--- src/hw/rtl/plnm_pkg.sv ---
// ----------------------------------------------------------------------------
// plnm_pkg
// Shared sizes, codes and types for the palette light-level nearest match.
// ----------------------------------------------------------------------------
package plnm_pkg;

  localparam int LIGHT_LEVELS    = 16;
  localparam int PALETTE_ENTRIES = 256;

  localparam int CHAN_W   = 8;
  localparam int LEVEL_W  = 4;
  localparam int COLOR_W  = 8;
  localparam int NUM_CHAN = 3;

  localparam int IDX_W = $clog2(PALETTE_ENTRIES);
  localparam int CNT_W = $clog2(PALETTE_ENTRIES + 1);

  // darkening: floor(c * level / DARK_DIV) by reciprocal plus one correction
  localparam int DARK_DIV   = LIGHT_LEVELS - 1;
  localparam int PROD_W     = CHAN_W + LEVEL_W;
  localparam int RECIP_W    = PROD_W + 1;
  localparam int DARK_RECIP = (1 << PROD_W) / DARK_DIV;
  localparam int MULR_W     = PROD_W + RECIP_W;

  localparam int SQ_W   = 2 * CHAN_W;
  localparam int DIST_W = SQ_W + 2;
  localparam logic [DIST_W-1:0] NO_DIST = {DIST_W{1'b1}};

  localparam logic CMD_WRITE = 1'b0;
  localparam logic CMD_QUERY = 1'b1;

  typedef logic [CHAN_W-1:0] chan_t;
  typedef chan_t [NUM_CHAN-1:0] rgb_t;   // [2] red, [1] green, [0] blue

  typedef struct packed {
    logic             start;
    logic             valid;
    logic             last;
    logic [IDX_W-1:0] idx;
  } scan_ctl_t;

endpackage

--- src/hw/rtl/plnm_dist.sv ---
// ----------------------------------------------------------------------------
// plnm_dist
// Squared RGB distance and running minimum over one palette scan.
// ----------------------------------------------------------------------------
module plnm_dist import plnm_pkg::*; (
  input  logic             clk,
  input  logic             rst,
  input  scan_ctl_t        ctl,
  input  rgb_t             target,
  input  rgb_t             entry,
  output logic [IDX_W-1:0] best_idx,
  output logic             done
);

  chan_t             diff [NUM_CHAN];
  logic [SQ_W-1:0]   sq [NUM_CHAN];
  logic [IDX_W-1:0]  sq_idx;
  logic              sq_valid;
  logic              sq_last;
  logic [DIST_W-1:0] dist_sum;
  logic [DIST_W-1:0] best_dist;

  always_comb begin
    dist_sum = '0;
    for (int k = 0; k < NUM_CHAN; k++) begin
      diff[k] = (target[k] > entry[k]) ? (target[k] - entry[k]) : (entry[k] - target[k]);
      dist_sum = dist_sum + DIST_W'(sq[k]);
    end
  end

  always_ff @(posedge clk) begin
    for (int k = 0; k < NUM_CHAN; k++) begin
      sq[k] <= diff[k] * diff[k];
    end
    sq_idx <= ctl.idx;
  end

  always_ff @(posedge clk) begin
    if (rst) begin
      sq_valid  <= 1'b0;
      sq_last   <= 1'b0;
      done      <= 1'b0;
      best_dist <= NO_DIST;
      best_idx  <= '0;
    end else begin
      sq_valid <= ctl.valid && !ctl.start;
      sq_last  <= ctl.last;
      done     <= sq_valid && sq_last;
      if (ctl.start) begin
        best_dist <= NO_DIST;
      end else if (sq_valid && (dist_sum < best_dist)) begin
        // strict compare keeps the first entry on a tie
        best_dist <= dist_sum;
        best_idx  <= sq_idx;
      end
    end
  end

endmodule

--- config.mk ---
export PLATFORM = sky130hd
export DESIGN_NAME = plnm_dist
export DESIGN_NICKNAME = d
export VERILOG_FILES = /design/src/hw/rtl/plnm_pkg.sv /design/src/hw/rtl/plnm_dist.sv
export SDC_FILE = /design/constraint.sdc
export NUM_CORES = 1
export LEC_CHECK = 0
export BUFFER_PORTS_ARGS = -buffer_cell sky130_fd_sc_hd__buf_2
export CAP_MARGIN = 20
export CORE_MARGIN = 2
export CORE_UTILIZATION = 55
export CTS_CLUSTER_DIAMETER = 200
export DETAILED_ROUTE_END_ITERATION = 8
export PLACE_DENSITY = 0.78
export RECOVER_POWER = 100
export SYNTH_ARGS = -nofsm -noshare
export SYNTH_HDL_FRONTEND = slang
export SYNTH_SLANG_ARGS = --single-unit
--- constraint.sdc ---
create_clock -name clk -period 7.4 [get_ports clk]
set_input_delay 0.37 -clock clk [delete_from_list [all_inputs] [get_ports clk]]
set_output_delay 0.37 -clock clk [all_outputs]
set_load 0.005 [all_outputs]
==> metrics.md <==
| Metric | Value |
|---|---|
| Outcome | completed |
| Slew Viols, Final | 0 |
| Dpl ws | between 600 and 700 ps |
| Vias per inst | about 5.3 |
| Area delta synth->final | 7.926% |
| CTS Hold Bufs | 0 |
| Hold WC Path Type | primary input to flip-flop |
| H-tree depth | 3 |
| Synth warn | 0 |
| Grt met3 use | 0.02052 |
| Period Utilization, post-route | 0.8965 |
| RePlAce Congestion | roughly 0.85 |
| # clock sinks | 82 |
| # IOs | 70 |
| Max cap viols | 0 |
| Fin. Hold Viols | 0 |
| Port bufs | 69 |
| Max Fclk | between 150 and 200 MHz |
| Total track usage | 0.2013 |
| Met1 Resource Use GR | 0.2708 |
| First-pass GRT wire length | approximately 34 mm |
| Final WS setup | ~770 ps |
| Post-CTS setup buffers | 0 |
| TritonRoute pass-1 iters | 5 |
| Skew-Pair Late Insertion Delay | 330 ps |
| Pin count of the biggest net entering global routing | 28 |
| DRT antenna net count | 0 |
| CTS tree | built |
| Max-Slew Margin vs Limit | 0.3391 |
| Number of CTS-inserted buffers | 9 |
| Vias in the first global route | slightly below 8,000 |
| Async set-or-reset flop fraction in the synthesized netlist | 0 |
| Simple-gate portion of the synthesized area | 0.1259 |
| Largest family of logic cells by synthesized area | adder cells |
| Setup violations, final | 0 |
| CTS Root Cell | clkbuf_16 |
| Setup_tns | 0 ps |
| Starting Density | 0.5595 |
| Core Util, Final | 0.6039 |
| RSZ-0062 raised after global routing | false |
| CP startpoint kind | primary input |
| # resized after CTS | 0 |
| Die height | ~140 um |
| Crit. End Element | flip-flop |
| Post-synthesis mux area share | 0.03096 |
| Register area | about 1600 um^2 |
| #FFs+latches synth | just over 80 |
| EDFF count, synth | 0 |
| Ant diodes | 0 |
| Vias | approximately 7,900 |
| Xor/xnor share of the synthesized area | 0.06527 |
| Post-Place Cell Area | about 11,000 um^2 |
| Design area | around 11,000 um^2 |
| Placed wire-length estimate | approximately 16 mm |
| Crit path kind | primary input to flip-flop |
| Drt total wl | between 15 and 20 mm |
| Gate Count Post-Synth | ~1,200 |
| Synthesized area per cell | between 8 and 9 um^2 |
| Multi-input logic area | 7848 um^2 |
| Register area share after synthesis | 0.1568 |
| Post-synthesis compound-gate area fraction | 0.1430 |
| # DRC | 0 |
| Chip width | roughly 140 um |
| Commonest non-fill, non-tap cell in the layout | inv_1 |
| Fin nets | about 1,600 |
| Fill cells | 1,605 |
| Rows | 50 |
| Clk slew on worst S/H paths | 60 ps |
| Core Area | around 19,000 um^2 |
| Die area | between 20,000 and 25,000 um^2 |
| Total grt overflow | 0 |
| Wire length per cell | between 10 and 15 um |
| Fin Clk Skew | just under 7 ps |
| Layout cells sized above 1 | 0.08504 |
| Post-synthesis adder-cell area fraction | 0.3864 |
| WP data arrival | 6890 ps |
| Most frequent cells in the layout | inv_1, ha_1, nor2_1, fa_1, dfxtp_1 |
| CTS max path bufs | 2 |
| DR iter-0 viols | roughly 340 |
| CP max FO | 8 |
| CP required | 7660 ps |
| Initial antenna violation count | 0 |
| M2 GR Usage | 0.3539 |
| Minimum clock period | 6634 ps |
| Post-synth cell types | 65 |
| Worst Max-Slew Pin Slew | between 900 and 1000 ps |
| Most Used Layer, Global Route | met2 |
| Synth Cell Area | roughly 10,000 um^2 |
| Prevailing post-synth register cell | dfxtp_1 |
Yosys cell counts (3+ instances only):
| cell | n | area, um^2 |
|---|---|---|
| a211oi_1 | 7 | 52.55 |
| a21o_1 | 25 | 187.7 |
| a21oi_1 | 47 | 235.2 |
| a21oi_2 | 3 | 26.28 |
| a31oi_1 | 7 | 43.79 |
| and2_1 | 4 | 25.02 |
| and3_1 | 4 | 25.02 |
| and4_1 | 6 | 52.55 |
| buf_2 | 7 | 35.03 |
| clkbuf_1 | 13 | 48.80 |
| dfxtp_1 | 82 | 1642 |
| fa_1 | 97 | 1942 |
| ha_1 | 168 | 2102 |
| inv_1 | 226 | 848.3 |
| mux2i_1 | 29 | 290.3 |
| nand2_1 | 57 | 214.0 |
| nand2b_1 | 13 | 81.33 |
| nand3_1 | 9 | 45.04 |
| nand3b_1 | 6 | 45.04 |
| nand4_1 | 11 | 68.82 |
| nor2_1 | 113 | 424.2 |
| nor2_2 | 4 | 25.02 |
| nor2b_1 | 13 | 81.33 |
| nor3_1 | 11 | 55.05 |
| nor4_1 | 3 | 18.77 |
| o211ai_1 | 15 | 112.6 |
| o21a_1 | 28 | 210.2 |
| o21ai_0 | 39 | 195.2 |
| o21ai_1 | 7 | 35.03 |
| o21bai_1 | 7 | 52.55 |
| o221ai_1 | 5 | 43.79 |
| o31a_1 | 6 | 52.55 |
| o31ai_1 | 6 | 45.04 |
| or2_2 | 9 | 56.30 |
| or3_1 | 6 | 37.54 |
| xnor2_1 | 38 | 332.8 |
| xnor2_2 | 5 | 81.33 |
| xor2_1 | 27 | 236.5 |
critical path, cell delays in order:
cell and delay (ps):
clkbuf_1 100, inv_1 60, ha_1 400, a21oi_1 240
a21boi_0 160, o31ai_2 510, clkbuf_1 330, mux2_1 390
and4_1 240, nor2_1 300, nor2_1 130, fa_1 530
fa_1 560, inv_1 60, fa_1 500, fa_1 540
inv_1 40, ha_1 230, nor4_1 400, o311ai_0 260
o41ai_1 370, xnor2_1 170
area by class of cell:
class | instances | area share
clock buffers | 9 | 0.01994
flip-flops and latches | 82 | 0.1453
clock inverters | 7 | 0.005206
multi-input cells | 869 | 0.6947
inverters | 228 | 0.07576
repair buffers | 75 | 0.03312
well taps | 234 | 0.02592
sequential cells by signal, indices dropped and copies added, names as in the netlist:
register,flops
done,1
best_idx,8
sq_last,1
sq_idx,8
best_dist,18
sq_valid,1
sq,45
metrics by stage:
step	instances	hold WS, ps
3_5_place_dp	1488	408.3
4_1_cts	1504	124.5
3_3_place_gp	1488	408.0
2_1_floorplan	1201	395.2
6_report	1504	134.6
5_1_grt	1504	122.4
per-layer routing:
| metal | share of wire | wire (um) |
|---|---|---|
| met1 | 0.48 | 9258 |
| met2 | 0.47 | 9085 |
| met3 | 0.033 | 628 |
| met4 | 0.010 | 201 |
| met5 | 0 | 0 |
path summary, 6_finish.rpt:
path | start | cells after the start | slack, ps | to
max | target[3] | 22 | 770 | sq[0][14]
min | ctl[2] | 1 | 130 | sq_idx[2]
max reg2reg | sq[0][20] | 13 | 2620 | best_dist[10]
min reg2reg | sq_last | 2 | 420 | done
cell families after synthesis:
kind of cell / count (synthesis)
multiplexers: 32
other: 2
buffers and inverters: 250
adder cells (fa/ha/maj): 265
AO/OA/AOI/OAI: 221
XOR/XNOR: 72
flip-flops: 82
AND/OR/NAND/NOR: 276
Power is left out: the tool's default activity adds up to more than one toggle a clock period on the data nets, which glitch-free logic cannot reach.
